`src/cbm_pkg.sv`:
```
`timescale 1ns / 1ps
// cbm_pkg: shared types and constants for the cartridge bank mapper
// used by the interfaces, the controller, the datapath and the checker

package cbm_pkg;

  localparam int ADDR_W    = 16;
  localparam int DATA_W    = 8;
  localparam int REQ_W     = 3;
  localparam int MADDR_W   = 19;
  localparam int CIRAM_W   = 11;
  localparam int PRG_CNT_W = 7;
  localparam int CHR_CNT_W = 9;
  localparam int CFG_IDX_W = 2;
  localparam int CFG_DAT_W = 9;
  localparam int DIV_CNT_W = 3;

  typedef enum logic [REQ_W-1:0] {
    REQ_CPU_RD = 3'd0,
    REQ_CPU_WR = 3'd1,
    REQ_PPU_RD = 3'd2,
    REQ_PPU_WR = 3'd3,
    REQ_PPU_DOT = 3'd4,
    REQ_NT_REMAP = 3'd5
  } req_t;

  typedef enum logic [1:0] {
    MEM_NONE = 2'd0,
    MEM_WRAM = 2'd1,
    MEM_PRG  = 2'd2,
    MEM_CHR  = 2'd3
  } mem_sel_t;

  localparam logic [CFG_IDX_W-1:0] CFG_PRG_BANKS = 2'd0;
  localparam logic [CFG_IDX_W-1:0] CFG_CHR_BANKS = 2'd1;
  localparam logic [CFG_IDX_W-1:0] CFG_RAM_PRES  = 2'd2;

  localparam logic [PRG_CNT_W-1:0] PRG_BANKS_RST = 7'd32;
  localparam logic [CHR_CNT_W-1:0] CHR_BANKS_RST = 9'd256;
  localparam logic [7:0]           PROTECT_RST   = 8'h80;

  // cpu register decode after masking with 0xe001
  localparam logic [ADDR_W-1:0] REG_MASK      = 16'hE001;
  localparam logic [ADDR_W-1:0] REG_BANK_SEL  = 16'h8000;
  localparam logic [ADDR_W-1:0] REG_BANK_DATA = 16'h8001;
  localparam logic [ADDR_W-1:0] REG_PROTECT   = 16'hA001;
  localparam logic [ADDR_W-1:0] REG_IRQ_LATCH = 16'hC000;
  localparam logic [ADDR_W-1:0] REG_IRQ_RELD  = 16'hC001;
  localparam logic [ADDR_W-1:0] REG_IRQ_DIS   = 16'hE000;
  localparam logic [ADDR_W-1:0] REG_IRQ_EN    = 16'hE001;

  localparam logic [3:0] A12_LOW_MIN = 4'd8;

  typedef enum logic [1:0] {
    ST_IDLE = 2'd0,
    ST_DIV  = 2'd1,
    ST_DONE = 2'd2
  } state_t;

  typedef struct packed {
    logic accept;
    logic div_step;
    logic out_load;
  } cbm_cmd_t;

  typedef struct packed {
    logic need_div;
  } cbm_sts_t;

endpackage

```
`src/cbm_in_if.sv`:
```
`timescale 1ns / 1ps
// cbm_in_if: request channel carrying bus accesses into the mapper
// depends on cbm_pkg

interface cbm_in_if
  import cbm_pkg::*;
();
  logic              valid;
  logic              ready;
  logic [REQ_W-1:0]  req_type;
  logic [ADDR_W-1:0] addr;
  logic [DATA_W-1:0] wr_data;

  modport source (output valid, req_type, addr, wr_data, input ready);
  modport sink   (input valid, req_type, addr, wr_data, output ready);
endinterface

```
`src/cbm_out_if.sv`:
```
`timescale 1ns / 1ps
// cbm_out_if: result channel carrying decoded memory accesses
// depends on cbm_pkg

interface cbm_out_if
  import cbm_pkg::*;
();
  logic               valid;
  logic               ready;
  logic               handled;
  logic [1:0]         mem_select;
  logic [MADDR_W-1:0] mem_addr;
  logic               write_enable;
  logic [DATA_W-1:0]  write_data;
  logic [CIRAM_W-1:0] ciram_addr;
  logic               irq_level;

  modport source (output valid, handled, mem_select, mem_addr, write_enable, write_data,
                  ciram_addr, irq_level, input ready);
  modport sink   (input valid, handled, mem_select, mem_addr, write_enable, write_data,
                  ciram_addr, irq_level, output ready);
endinterface

```
`src/cbm_ctrl.sv`:
```
`timescale 1ns / 1ps
// cbm_ctrl: request sequencer for the mapper
// depends on cbm_pkg; drives cbm_dp through cbm_cmd_t

module cbm_ctrl
  import cbm_pkg::*;
(
  input  logic     clk,
  input  logic     rst_n,
  input  logic     in_valid,
  output logic     in_ready,
  output logic     out_valid,
  input  logic     out_ready,
  input  cbm_sts_t sts,
  output cbm_cmd_t cmd
);

  state_t               state_r, state_nxt;
  logic [DIV_CNT_W-1:0] cnt_r, cnt_nxt;
  logic                 out_valid_r, out_valid_nxt;
  logic                 out_free;

  assign out_free  = !out_valid_r || out_ready;
  assign out_valid = out_valid_r;

  always_comb begin
    state_nxt = state_r;
    case (state_r)
      ST_IDLE: begin
        if (in_valid) begin
          state_nxt = sts.need_div ? ST_DIV : ST_DONE;
        end
      end
      ST_DIV: begin
        if (cnt_r == {DIV_CNT_W{1'b1}}) begin
          state_nxt = ST_DONE;
        end
      end
      ST_DONE: begin
        if (out_free) begin
          state_nxt = ST_IDLE;
        end
      end
      default: state_nxt = ST_IDLE;
    endcase
  end

  always_comb begin
    in_ready     = 1'b0;
    cmd.accept   = 1'b0;
    cmd.div_step = 1'b0;
    cmd.out_load = 1'b0;
    case (state_r)
      ST_IDLE: begin
        in_ready   = 1'b1;
        cmd.accept = in_valid;
      end
      ST_DIV: begin
        cmd.div_step = 1'b1;
      end
      ST_DONE: begin
        cmd.out_load = out_free;
      end
      default: ;
    endcase
  end

  always_comb begin
    cnt_nxt = cmd.div_step ? cnt_r + 1'b1 : '0;
    out_valid_nxt = out_valid_r;
    if (out_ready) begin
      out_valid_nxt = 1'b0;
    end
    if (cmd.out_load) begin
      out_valid_nxt = 1'b1;
    end
  end

  always_ff @(posedge clk) begin
    if (!rst_n) begin
      state_r     <= ST_IDLE;
      cnt_r       <= '0;
      out_valid_r <= 1'b0;
    end else begin
      state_r     <= state_nxt;
      cnt_r       <= cnt_nxt;
      out_valid_r <= out_valid_nxt;
    end
  end

endmodule

```
`src/cbm_dp.sv`:
```
`timescale 1ns / 1ps
// cbm_dp: mapper registers, irq counter, address decode, bank modulo unit
// and result register; depends on cbm_pkg, sequenced by cbm_ctrl

module cbm_dp
  import cbm_pkg::*;
(
  input  logic                 clk,
  input  logic                 rst_n,
  input  logic                 cfg_we,
  input  logic [CFG_IDX_W-1:0] cfg_index,
  input  logic [CFG_DAT_W-1:0] cfg_data,
  input  logic [REQ_W-1:0]     in_req_type,
  input  logic [ADDR_W-1:0]    in_addr,
  input  logic [DATA_W-1:0]    in_wr_data,
  input  cbm_cmd_t             cmd,
  output cbm_sts_t             sts,
  output logic                 out_handled,
  output logic [1:0]           out_mem_select,
  output logic [MADDR_W-1:0]   out_mem_addr,
  output logic                 out_write_enable,
  output logic [DATA_W-1:0]    out_write_data,
  output logic [CIRAM_W-1:0]   out_ciram_addr,
  output logic                 out_irq_level
);

  // configuration
  logic [PRG_CNT_W-1:0] prg_n_r;
  logic [CHR_CNT_W-1:0] chr_n_r;
  logic                 ram_pres_r;

  // mapper state
  logic [7:0] bank_sel_r, bank_sel_nxt;
  logic [7:0] bank_reg_r [8];
  logic [7:0] bank_reg_nxt [8];
  logic [7:0] protect_r, protect_nxt;
  logic [7:0] rld_val_r, rld_val_nxt;
  logic [7:0] irq_cnt_r, irq_cnt_nxt;
  logic       irq_en_r, irq_en_nxt;
  logic       irq_pend_r, irq_pend_nxt;
  logic       prev_a12_r, prev_a12_nxt;
  logic [3:0] low_run_r, low_run_nxt;
  logic       irq_r, irq_nxt;

  // decode of the current request
  logic               p_handled, p_we, p_div;
  mem_sel_t           p_sel;
  logic [12:0]        p_off;
  logic [DATA_W-1:0]  p_wd;
  logic [CIRAM_W-1:0] p_ci;
  logic [7:0]         p_dvd;
  logic [CHR_CNT_W-1:0] p_dvs;
  logic [ADDR_W-1:0]  reg_addr;
  logic [7:0]         prg_nm2, prg_nm1, prg_bank;
  logic [12:0]        chr_a;
  logic [7:0]         chr_bank;
  logic [2:0]         chr_idx;

  // held request and modulo unit
  logic                 pnd_handled_r, pnd_we_r, pnd_irq_r;
  mem_sel_t             pnd_sel_r;
  logic [12:0]          pnd_off_r;
  logic [DATA_W-1:0]    pnd_wd_r;
  logic [CIRAM_W-1:0]   pnd_ci_r;
  logic [7:0]           dvd_r;
  logic [CHR_CNT_W-1:0] dvs_r;
  logic [CHR_CNT_W-1:0] rem_r, rem_nxt;
  logic [CHR_CNT_W:0]   rem_sh;

  // result register
  logic               res_handled_r, res_we_r, res_irq_r;
  logic [1:0]         res_sel_r;
  logic [MADDR_W-1:0] res_addr_r, res_addr_nxt;
  logic [DATA_W-1:0]  res_wd_r;
  logic [CIRAM_W-1:0] res_ci_r;

  assign sts.need_div = p_div;

  always_ff @(posedge clk) begin
    if (!rst_n) begin
      prg_n_r    <= PRG_BANKS_RST;
      chr_n_r    <= CHR_BANKS_RST;
      ram_pres_r <= 1'b1;
    end else if (cfg_we) begin
      case (cfg_index)
        CFG_PRG_BANKS: prg_n_r    <= cfg_data[PRG_CNT_W-1:0];
        CFG_CHR_BANKS: chr_n_r    <= cfg_data[CHR_CNT_W-1:0];
        CFG_RAM_PRES:  ram_pres_r <= cfg_data[0];
        default: ;
      endcase
    end
  end

  // chr bank lookup, shared by pattern accesses and nametable remap
  always_comb begin
    chr_a = (in_req_type == REQ_NT_REMAP) ? {1'b0, in_addr[11:0]} : in_addr[12:0];
    chr_idx = 3'd2 + {1'b0, chr_a[11:10]};
    if (!bank_sel_r[7]) begin
      if (chr_a[12:11] == 2'b00) begin
        chr_bank = {bank_reg_r[0][7:1], chr_a[10]};
      end else if (!chr_a[12]) begin
        chr_bank = {bank_reg_r[1][7:1], chr_a[10]};
      end else begin
        chr_bank = bank_reg_r[chr_idx];
      end
    end else begin
      if (!chr_a[12]) begin
        chr_bank = bank_reg_r[chr_idx];
      end else if (!chr_a[11]) begin
        chr_bank = {bank_reg_r[0][7:1], chr_a[10]};
      end else begin
        chr_bank = {bank_reg_r[1][7:1], chr_a[10]};
      end
    end
  end

  // prg bank lookup; a count of one wraps n-2 to 255, which still reduces to 0
  always_comb begin
    prg_nm2 = {1'b0, prg_n_r} - 8'd2;
    prg_nm1 = {1'b0, prg_n_r} - 8'd1;
    case (in_addr[14:13])
      2'b00:   prg_bank = bank_sel_r[6] ? prg_nm2 : bank_reg_r[6];
      2'b01:   prg_bank = bank_reg_r[7];
      2'b10:   prg_bank = bank_sel_r[6] ? bank_reg_r[6] : prg_nm2;
      default: prg_bank = prg_nm1;
    endcase
  end

  assign reg_addr = in_addr & REG_MASK;

  always_comb begin
    p_handled = 1'b0;
    p_sel     = MEM_NONE;
    p_off     = '0;
    p_we      = 1'b0;
    p_wd      = '0;
    p_ci      = '0;
    p_div     = 1'b0;
    p_dvd     = '0;
    p_dvs     = '0;

    bank_sel_nxt   = bank_sel_r;
    bank_reg_nxt   = bank_reg_r;
    protect_nxt    = protect_r;
    rld_val_nxt    = rld_val_r;
    irq_cnt_nxt    = irq_cnt_r;
    irq_en_nxt     = irq_en_r;
    irq_pend_nxt   = irq_pend_r;
    prev_a12_nxt   = prev_a12_r;
    low_run_nxt    = low_run_r;
    irq_nxt        = irq_r;

    case (in_req_type)
      REQ_CPU_RD: begin
        if (in_addr[15:13] == 3'b011) begin
          p_handled = 1'b1;
          if (protect_r[7] && ram_pres_r) begin
            p_sel = MEM_WRAM;
            p_off = in_addr[12:0];
          end
        end else if (in_addr[15]) begin
          p_handled = 1'b1;
          if (prg_n_r != '0) begin
            p_sel = MEM_PRG;
            p_off = in_addr[12:0];
            p_div = 1'b1;
            p_dvd = prg_bank;
            p_dvs = {{(CHR_CNT_W-PRG_CNT_W){1'b0}}, prg_n_r};
          end
        end
      end
      REQ_CPU_WR: begin
        if (in_addr[15:13] == 3'b011) begin
          p_handled = 1'b1;
          if (protect_r[7:6] == 2'b10 && ram_pres_r) begin
            p_sel = MEM_WRAM;
            p_off = in_addr[12:0];
            p_we  = 1'b1;
            p_wd  = in_wr_data;
          end
        end else if (in_addr[15]) begin
          p_handled = 1'b1;
          case (reg_addr)
            REG_BANK_SEL:  bank_sel_nxt = in_wr_data;
            REG_BANK_DATA: bank_reg_nxt[bank_sel_r[2:0]] = in_wr_data;
            REG_PROTECT:   protect_nxt = in_wr_data;
            REG_IRQ_LATCH: rld_val_nxt = in_wr_data;
            REG_IRQ_RELD:  irq_pend_nxt = 1'b1;
            REG_IRQ_DIS: begin
              irq_en_nxt = 1'b0;
              irq_nxt    = 1'b0;
            end
            REG_IRQ_EN:    irq_en_nxt = 1'b1;
            default: ;
          endcase
        end
      end
      REQ_PPU_RD, REQ_PPU_WR: begin
        if (in_addr[15:13] == 3'b000 && chr_n_r != '0) begin
          p_handled = 1'b1;
          p_sel     = MEM_CHR;
          p_off     = {3'b000, in_addr[9:0]};
          p_div     = 1'b1;
          p_dvd     = chr_bank;
          p_dvs     = chr_n_r;
          if (in_req_type == REQ_PPU_WR) begin
            p_we = 1'b1;
            p_wd = in_wr_data;
          end
        end
      end
      REQ_PPU_DOT: begin
        if (!in_addr[12]) begin
          if (low_run_r < A12_LOW_MIN) begin
            low_run_nxt = low_run_r + 4'd1;
          end
        end else begin
          // filtered rising edge of a12 clocks the scanline counter
          if (!prev_a12_r && low_run_r >= A12_LOW_MIN) begin
            if (irq_cnt_r == 8'd0 || irq_pend_r) begin
              irq_cnt_nxt  = rld_val_r;
              irq_pend_nxt = 1'b0;
            end else begin
              irq_cnt_nxt = irq_cnt_r - 8'd1;
            end
            if (irq_cnt_nxt == 8'd0 && irq_en_r) begin
              irq_nxt = 1'b1;
            end
          end
          low_run_nxt = '0;
        end
        prev_a12_nxt = in_addr[12];
      end
      REQ_NT_REMAP: begin
        p_handled = 1'b1;
        p_ci      = {chr_bank[7], in_addr[9:0]};
      end
      default: ;
    endcase
  end

  always_ff @(posedge clk) begin
    if (!rst_n) begin
      bank_sel_r   <= '0;
      bank_reg_r   <= '{default: '0};
      protect_r    <= PROTECT_RST;
      rld_val_r    <= '0;
      irq_cnt_r    <= '0;
      irq_en_r     <= 1'b0;
      irq_pend_r   <= 1'b0;
      prev_a12_r   <= 1'b0;
      low_run_r    <= '0;
      irq_r        <= 1'b0;
    end else if (cmd.accept) begin
      bank_sel_r   <= bank_sel_nxt;
      bank_reg_r   <= bank_reg_nxt;
      protect_r    <= protect_nxt;
      rld_val_r    <= rld_val_nxt;
      irq_cnt_r    <= irq_cnt_nxt;
      irq_en_r     <= irq_en_nxt;
      irq_pend_r   <= irq_pend_nxt;
      prev_a12_r   <= prev_a12_nxt;
      low_run_r    <= low_run_nxt;
      irq_r        <= irq_nxt;
    end
  end

  // restoring remainder, one dividend bit per step
  always_comb begin
    rem_sh  = {rem_r, dvd_r[7]};
    rem_nxt = rem_sh[CHR_CNT_W-1:0];
    if (rem_sh >= {1'b0, dvs_r}) begin
      rem_nxt = CHR_CNT_W'(rem_sh - {1'b0, dvs_r});
    end
  end

  always_ff @(posedge clk) begin
    if (cmd.accept) begin
      pnd_handled_r <= p_handled;
      pnd_sel_r     <= p_sel;
      pnd_off_r     <= p_off;
      pnd_we_r      <= p_we;
      pnd_wd_r      <= p_wd;
      pnd_ci_r      <= p_ci;
      pnd_irq_r     <= irq_nxt;
      dvd_r         <= p_dvd;
      dvs_r         <= p_dvs;
      rem_r         <= '0;
    end else if (cmd.div_step) begin
      dvd_r <= {dvd_r[6:0], 1'b0};
      rem_r <= rem_nxt;
    end
  end

  always_comb begin
    case (pnd_sel_r)
      MEM_WRAM: res_addr_nxt = {6'd0, pnd_off_r};
      MEM_PRG:  res_addr_nxt = {rem_r[5:0], pnd_off_r};
      MEM_CHR:  res_addr_nxt = {rem_r, pnd_off_r[9:0]};
      default:  res_addr_nxt = '0;
    endcase
  end

  always_ff @(posedge clk) begin
    if (cmd.out_load) begin
      res_handled_r <= pnd_handled_r;
      res_sel_r     <= pnd_sel_r;
      res_addr_r    <= res_addr_nxt;
      res_we_r      <= pnd_we_r;
      res_wd_r      <= pnd_wd_r;
      res_ci_r      <= pnd_ci_r;
      res_irq_r     <= pnd_irq_r;
    end
  end

  assign out_handled      = res_handled_r;
  assign out_mem_select   = res_sel_r;
  assign out_mem_addr     = res_addr_r;
  assign out_write_enable = res_we_r;
  assign out_write_data   = res_wd_r;
  assign out_ciram_addr   = res_ci_r;
  assign out_irq_level    = res_irq_r;

endmodule

```
`src/cartridge_bank_mapper_scanline_irq.sv`:
```
`timescale 1ns / 1ps
// cartridge_bank_mapper_scanline_irq: top level of the bank mapper
// depends on cbm_pkg, cbm_in_if, cbm_out_if, cbm_ctrl, cbm_dp
//
//   port       dir   kind                  carries
//   in_req     in    valid/ready channel   req_type, addr, wr_data
//   out_res    out   valid/ready channel   handled .. irq_level
//   cfg_*      in    write-only port       bank counts, work ram present
//
// sequence: a request that selects prg rom or chr memory goes through accept,
// 8 steps of the bank modulo unit, result load; any other skips the steps
// a new request is taken while the previous result still waits at the output
// a stalled output holds the next result in the done state until it drains
// reset is synchronous, active low, and restores all mapper registers

module cartridge_bank_mapper_scanline_irq
  import cbm_pkg::*;
(
  input  logic                 clk,
  input  logic                 rst_n,
  cbm_in_if.sink               in_req,
  cbm_out_if.source            out_res,
  input  logic                 cfg_we,
  input  logic [CFG_IDX_W-1:0] cfg_index,
  input  logic [CFG_DAT_W-1:0] cfg_data
);

  cbm_cmd_t cmd;
  cbm_sts_t sts;

  cbm_ctrl u_ctrl (
    .clk       (clk),
    .rst_n     (rst_n),
    .in_valid  (in_req.valid),
    .in_ready  (in_req.ready),
    .out_valid (out_res.valid),
    .out_ready (out_res.ready),
    .sts       (sts),
    .cmd       (cmd)
  );

  cbm_dp u_dp (
    .clk              (clk),
    .rst_n            (rst_n),
    .cfg_we           (cfg_we),
    .cfg_index        (cfg_index),
    .cfg_data         (cfg_data),
    .in_req_type      (in_req.req_type),
    .in_addr          (in_req.addr),
    .in_wr_data       (in_req.wr_data),
    .cmd              (cmd),
    .sts              (sts),
    .out_handled      (out_res.handled),
    .out_mem_select   (out_res.mem_select),
    .out_mem_addr     (out_res.mem_addr),
    .out_write_enable (out_res.write_enable),
    .out_write_data   (out_res.write_data),
    .out_ciram_addr   (out_res.ciram_addr),
    .out_irq_level    (out_res.irq_level)
  );

endmodule

```
`src/flat_wrapper.sv`:
```
// flat-port wrapper written by rule: the top's interface ports become plain ports
module cartridge_bank_mapper_scanline_irq_flat import cbm_pkg::*;
  (clk, rst_n, cfg_we, cfg_index, cfg_data, in_req_valid, in_req_req_type, in_req_addr, in_req_wr_data, in_req_ready, out_res_valid, out_res_handled, out_res_mem_select, out_res_mem_addr, out_res_write_enable, out_res_write_data, out_res_ciram_addr, out_res_irq_level, out_res_ready);
  cbm_in_if in_req_i ();
  cbm_out_if out_res_i ();
  input  logic clk;
  input  logic rst_n;
  input  logic cfg_we;
  input  logic [CFG_IDX_W-1:0] cfg_index;
  input  logic [CFG_DAT_W-1:0] cfg_data;
  input wire logic [$bits(in_req_i.valid)-1:0] in_req_valid;
  input wire logic [$bits(in_req_i.req_type)-1:0] in_req_req_type;
  input wire logic [$bits(in_req_i.addr)-1:0] in_req_addr;
  input wire logic [$bits(in_req_i.wr_data)-1:0] in_req_wr_data;
  output wire logic [$bits(in_req_i.ready)-1:0] in_req_ready;
  output wire logic [$bits(out_res_i.valid)-1:0] out_res_valid;
  output wire logic [$bits(out_res_i.handled)-1:0] out_res_handled;
  output wire logic [$bits(out_res_i.mem_select)-1:0] out_res_mem_select;
  output wire logic [$bits(out_res_i.mem_addr)-1:0] out_res_mem_addr;
  output wire logic [$bits(out_res_i.write_enable)-1:0] out_res_write_enable;
  output wire logic [$bits(out_res_i.write_data)-1:0] out_res_write_data;
  output wire logic [$bits(out_res_i.ciram_addr)-1:0] out_res_ciram_addr;
  output wire logic [$bits(out_res_i.irq_level)-1:0] out_res_irq_level;
  input wire logic [$bits(out_res_i.ready)-1:0] out_res_ready;
  assign in_req_i.valid = in_req_valid;
  assign in_req_i.req_type = in_req_req_type;
  assign in_req_i.addr = in_req_addr;
  assign in_req_i.wr_data = in_req_wr_data;
  assign in_req_ready = in_req_i.ready;
  assign out_res_valid = out_res_i.valid;
  assign out_res_handled = out_res_i.handled;
  assign out_res_mem_select = out_res_i.mem_select;
  assign out_res_mem_addr = out_res_i.mem_addr;
  assign out_res_write_enable = out_res_i.write_enable;
  assign out_res_write_data = out_res_i.write_data;
  assign out_res_ciram_addr = out_res_i.ciram_addr;
  assign out_res_irq_level = out_res_i.irq_level;
  assign out_res_i.ready = out_res_ready;
  cartridge_bank_mapper_scanline_irq u_core (.clk(clk), .rst_n(rst_n), .in_req(in_req_i), .out_res(out_res_i), .cfg_we(cfg_we), .cfg_index(cfg_index), .cfg_data(cfg_data));
endmodule
```
`config.mk`:
```
export PLATFORM = sky130hd
export DESIGN_NAME = cartridge_bank_mapper_scanline_irq_flat
export DESIGN_NICKNAME = d
export VERILOG_FILES = /design/src/cbm_pkg.sv /design/src/cbm_in_if.sv /design/src/cbm_out_if.sv /design/src/cbm_ctrl.sv /design/src/cbm_dp.sv /design/src/cartridge_bank_mapper_scanline_irq.sv /design/src/flat_wrapper.sv
export SDC_FILE = /design/constraint.sdc
export NUM_CORES = 1
export LEC_CHECK = 0
export ABC_AREA = 1
export ABC_CLOCK_PERIOD_IN_PS = 5090
export BUFFER_PORTS_ARGS = -buffer_cell sky130_fd_sc_hd__buf_4
export CAP_MARGIN = 15
export CORE_MARGIN = 2
export CORE_UTILIZATION = 35
export DETAILED_ROUTE_END_ITERATION = 7
export PLACE_DENSITY = 0.62
export RECOVER_POWER = 50
export SYNTH_ARGS = -nofsm -noshare
export SYNTH_HDL_FRONTEND = slang
export SYNTH_HIERARCHICAL = 1
export SYNTH_SLANG_ARGS = --single-unit
```
`constraint.sdc`:
```
create_clock -name clk -period 5.09 [get_ports clk]
set_clock_uncertainty 0.15 [all_clocks]
set_input_delay 0 -clock clk [delete_from_list [all_inputs] [get_ports clk]]
set_output_delay 0 -clock clk [all_outputs]
set_load 0.1 [all_outputs]
```
# Yosys cells after proc, flatten, opt, wreduce, memory -nomap -nowiden
# Cells that the tools add are included.
[totals] ff_bits=233 latch_bits=0 ramBits=0 romBits=0 inputBits=43 output_inout_bits=45 wordCells=225 mem_count=0
[op_classes] add_sub_neg=7 mul=0 div_mod_pow=0 order_cmp=6 eq_ne=33 n_shift=0 muxes=95 n_bitwise=3 n_reduce_logical=41
[ops] operator="$mux W8" n=24
[ops] operator="$mux W13" n=7
[ops] operator="$bwmux W64" n=1
[ops] operator="$pmux W19 S3" n=1
[ops] operator="$pmux W13 S3" n=1
[ops] operator="$pmux W8 S2" n=2
[ops] operator="$mux W1" n=31
[ops] operator="$eq A4 B4 Y1 const B" n=7
[ops] operator="$reduce_and A5 Y1" n=5
[ops] operator="$bmux W8 S3" n=1
[ops] operator="$demux W8 S3" n=1
[ops] operator="$pmux W8 S3" n=1
[ops] operator="$mux W7" n=3
[ops] operator="$mux W9" n=2
[ops] operator="$pmux W9 S2" n=1
[ops] operator="$logic_not A8 Y1" n=2
[ops] operator="$mux W2" n=8
[ops] operator="$ne A2 B2 Y1 const B" n=8
[ops] operator="$eq A2 B2 Y1 const B" n=6
[ops] operator="$ge A4 B4 Y1 const B" n=3
[ops] operator="$pmux W2 S3" n=2
[ops] operator="$ge A10 B9 Y1" n=1
[ops] operator="$mux W10" n=1
[ops] operator="$pmux W1 S2" n=5
[ops] operator="31 further kinds" n=61

# Logic depth before layout (Yosys ltp)
[logic_depth] word_depth=13 mapped_depth=15 mapped_depth_nobuf=15

# Cells and area by module
# The synthesis kept the hierarchy.
[by_module_without_submodules] mod="cbm_dp" instances=1 cells_per_inst=1138 area_per_inst_um2=9834.4
[by_module_without_submodules] mod="cbm_ctrl" instances=1 cells_per_inst=41 area_per_inst_um2=286.5

# Worst setup path after synthesis
# No wires, ideal clock.
[synth_timing] path_kind="register -> register" startpoint="reg u_core.u_ctrl.state_r[0]" endpoint="reg u_core.u_dp.irq_cnt_r[4]" arrival_time_ns=3.837 t_required_ns=4.824 slack_ns=0.986 path_stages_with_launch=14 path_buffers=1 synth_period_minus_slack_ns=4.104 cell_sequence="dfxtp_1 > inv_2 > nand2_1 > nor2_1 > inv_1 > nor2_1 > inv_2 > nor2_1 > inv_2 > nor2_4 > buf_2 > nand2_1 > o211ai_1 > inv_1"
[synth_lines] element="start: declaration" line_no="cbm_ctrl.sv:18" text="state_t state_r, state_nxt;"
[synth_lines] element="start signal: assignment" line_no="cbm_ctrl.sv:85" text="state_r <= state_nxt;"
[synth_lines] element="end signal: assignment" line_no="cbm_dp.sv:259" text="irq_cnt_r <= irq_cnt_nxt;"
[synth_lines] element="end: declaration" line_no="cbm_dp.sv:38" text="logic [7:0] irq_cnt_r, irq_cnt_nxt;"

==> out/qor.yml <==
critical_path:
  required_ns: 5.34
  startpoint: "u_core/u_ctrl/state_r[0]$_SDFFE_PN0P_"
  reg2reg_setup_slack_ns: 2.12
  critical_path_arrival_ns: 3.23
  start_kind: "flip-flop"
  reg2reg_from: "u_core/u_ctrl/state_r[0]$_SDFFE_PN0P_"
  critPathMaxFanout: 16
  worstSetupPathType: "reg2reg"
  worstSetupEndpointType: "flip-flop"
finish:
  regArea_mm2: 0.005415
  fillCellCount: 2844
  layout.nets: 1372
  multi_input_area_mm2: 0.003724
  area_growth_pct: 21.75
  fin_cells: 1714
  drive_above_1_share: 0.1008
  final_util: 0.4305
  antenna_cells: 0
clock_tree:
  clkLatencyLatePin_ns: 0.55
  clk_pin_slew_ns: 0.06
  clock_path_buffers: 3
  htreeDepth: 1
  cts_tree: "built"
  cts_root_buffer: "clkbuf_16"
  post-cts-setup-buffers: 0
  cts_buffers: 25
  clock_sinks: 222
logic_synthesis:
  synthXorXnorAreaFrac: 0.01199
  ys_ff_latch: 222
  netlist_area_mm2: 0.01012
  ys.flop_type: "dfxtp_1"
  synth_top_family_by_area: "compound AO/OA/AOI/OAI gates"
  seq_area_frac_synth: 0.5350
  synth.area.top_cells: "edfxtp_1 29%, dfxtp_1 25%, inv_1 7.1%, o21ai_0 6.4%, a21oi_1 6.2%"
  synth_top_cell_by_area: "edfxtp_1"
  synth_edf_count: 97
  yosysTopAreaCellShare: 0.2878
  synthAdderAreaFrac: 0.02299
  synthDistinctLibCells: 43
  synthMostInstantiatedCell: "inv_1"
  async_flop_share: 0
  synth_simple_gate_area_frac: 0.1558
  synth.top_cells.by_count: "191 x inv_1, 153 x nand2_1, 129 x o21ai_0"
  synth_nets: 1240
  netlist_instances: 1179
  synth_compound_area_frac: 0.1753
  avgSynthCellArea_um2: 8.584
  ys_warn_count: 6
  synth_mux_area_frac: 0
sta:
  grt_setup_unrepaired: "false"
  post-route-min-period_ns: 2.972
  finalHoldViolations: 0
  finalMaxSlewViolations: 44
  tightest_slew_ns: 2.187
  relSlewSlack: -0.4580
  tns_ns: 0
  setup_viol: 0
  clock.fmax_mhz: 336.5
  period_share: 0.5839
route:
  drt-initial-drc-count: 641
  dr.pass1.iters: 5
  wl_um: 25060
  routed_via_density: 4.846
  detail-route-antenna-nets: 0
  routedWlPerCell_um: 14.62
  vias: 8306
  drc: 0
worst_hold_path:
  hold_class: "in2reg"
  worstHoldStart: "cfg_data[6]"
pwr:
  irDropWorstVdd_mv: 0.2300
  power_mw: 4.387
  power_density_mw_per_mm2: 356.0
  leakage_nw: 4.915
floorplanning:
  core_region_area_mm2: 0.02863
  die_h_um: 174.1
  core.rowCount: 62
  initial_core_util: 0.3536
  ioPinCount: 88
  die_w_um: 174.1
  dieArea_mm2: 0.03029
placed_design:
  dp_hpwl_um: 17490
  place.gp.congestion: 0.8936
  placed_cells: 1611
  port_buffers: 87
global_routing:
  grt_start_max_net_pins: 107
  grt_pass1_vias: 7642
  antenna_found_initial: 0
  track_usage: 0.1624
  grt_first_pass_wirelength_um: 39980
  grt_overflow: 0
run:
  drv_cap: 1
status:
  violations: "capacitance limit, slew limit"
  status: "finished with violations"
## state kept, by name, summed over array words and instances (netlist names), 9 cells and up
signal                      flops
u_core/u_dp/rem_r               9
u_core/u_dp/pnd_off_r          13
u_core/u_dp/bank_reg_r         62
u_core/u_dp/out_mem_addr       19
u_core/u_dp/out_ciram_addr     11
u_core/u_dp/pnd_ci_r           11
u_core/u_dp/chr_n_r             9
u_core/u_dp/dvs_r               9
## layout make-up
type / instances / share of cell area
clock inverter: 15 / 0.01310
timing repair buffer: 146 / 0.08591
clock buffer: 31 / 0.05758
tap: 384 / 0.03899
multi-input combinational: 710 / 0.3022
sequential: 222 / 0.4395
inverter: 206 / 0.06275
## cells by family (layout without fill, tap and decap cells)
| kind of cell | Yosys count | in the layout |
|---|---|---|
| compound gates | 329 | 329 |
| xor+xnor | 13 | 13 |
| fa+ha+maj | 18 | 18 |
| buf+inv | 247 | 398 |
| flops | 222 | 222 |
| simple gates | 350 | 350 |
## per-layer routing
layer | routed length, um | vias up | share of wire | track usage
met5 | 0 | - | 0 | 0
met4 | 618 | 0 | 0.025 | 0.04902
met3 | 1486 | 42 | 0.059 | 0.02472
met2 | 11160 | 289 | 0.45 | 0.2571
met1 | 11800 | 3781 | 0.47 | 0.2296
li1 | - | 4194 | - | -
## worst paths after layout
check | end | cells past startpoint
worst min register to register | u_core/u_dp/out_write_data[0]$_DFFE_PP_ | 0
worst max register to register | u_core/u_dp/bank_reg_r[40]$_SDFFE_PN0P_ | 11
worst max-delay path | u_core/u_dp/bank_reg_r[40]$_SDFFE_PN0P_ | 11
worst min-delay path | u_core/u_dp/prg_n_r[6]$_SDFFE_PN0P_ | 4
## where the power goes
group          internal [mW]  leakage [nW]  switching [mW]
clock network           1.11         0.434           0.753
logic                  0.123          2.52           0.426
registers               1.95          1.96          0.0280
total                   3.18          4.91            1.21
## cell usage in the layout (no fill, tap or decap), types with 4 or more instances in the layout
| cell type | instances |
|---|---|
| inv_1 | 192 |
| nand2_1 | 153 |
| o21ai_0 | 129 |
| a21oi_1 | 125 |
| dfxtp_1 | 125 |
| nor2_1 | 101 |
| edfxtp_1 | 97 |
| dlygate4sd3_1 | 57 |
| clkbuf_1 | 49 |
| nand3_1 | 42 |
| buf_4 | 41 |
| clkbuf_16 | 26 |
| o21ai_1 | 22 |
| o211ai_1 | 21 |
| ha_1 | 17 |
| inv_2 | 13 |
| nand2_2 | 13 |
| o22ai_1 | 13 |
| nand4_1 | 12 |
| nor2_2 | 9 |
| clkinv_2 | 6 |
| nor3_1 | 6 |
| xor2_1 | 6 |
| xnor2_1 | 6 |
| a211oi_1 | 6 |
| nor2_4 | 5 |
| clkbuf_8 | 4 |
| o221ai_1 | 4 |
## metrics by stage
| stage | setup slack, ns | area [um2] | hold slack, ns |
|---|---|---|---|
| 2_1_floorplan | 0.9862 | 10120 | -0.01962 |
| 3_3_place_gp | 2.690 | 11060 | 0.1014 |
| 3_5_place_dp | 2.596 | 11060 | 0.1024 |
| 4_1_cts | 2.155 | 12500 | 0.1564 |
| 5_1_grt | 1.890 | 12320 | 0.1742 |
| 6_report | 2.118 | 12320 | 0.1698 |
## critical path, stage by stage (launching register included)
cell           delay (ns)
dfxtp_1              0.34
inv_1                0.10
nand2_1              0.11
nor2_4               0.10
inv_1                0.27
nor2_2               0.27
nand4_4              0.14
dlygate4sd3_1        0.69
nor2_8               0.16
nand2_2              0.20
o21ai_0              0.23
a21oi_1              0.06
## what timing repair did
action,CTS,global route
hold endpoints to repair,152,0
hold buffers,57,0
gates resized for setup,0,0
Note: power is estimated with default switching activity, not from simulation.
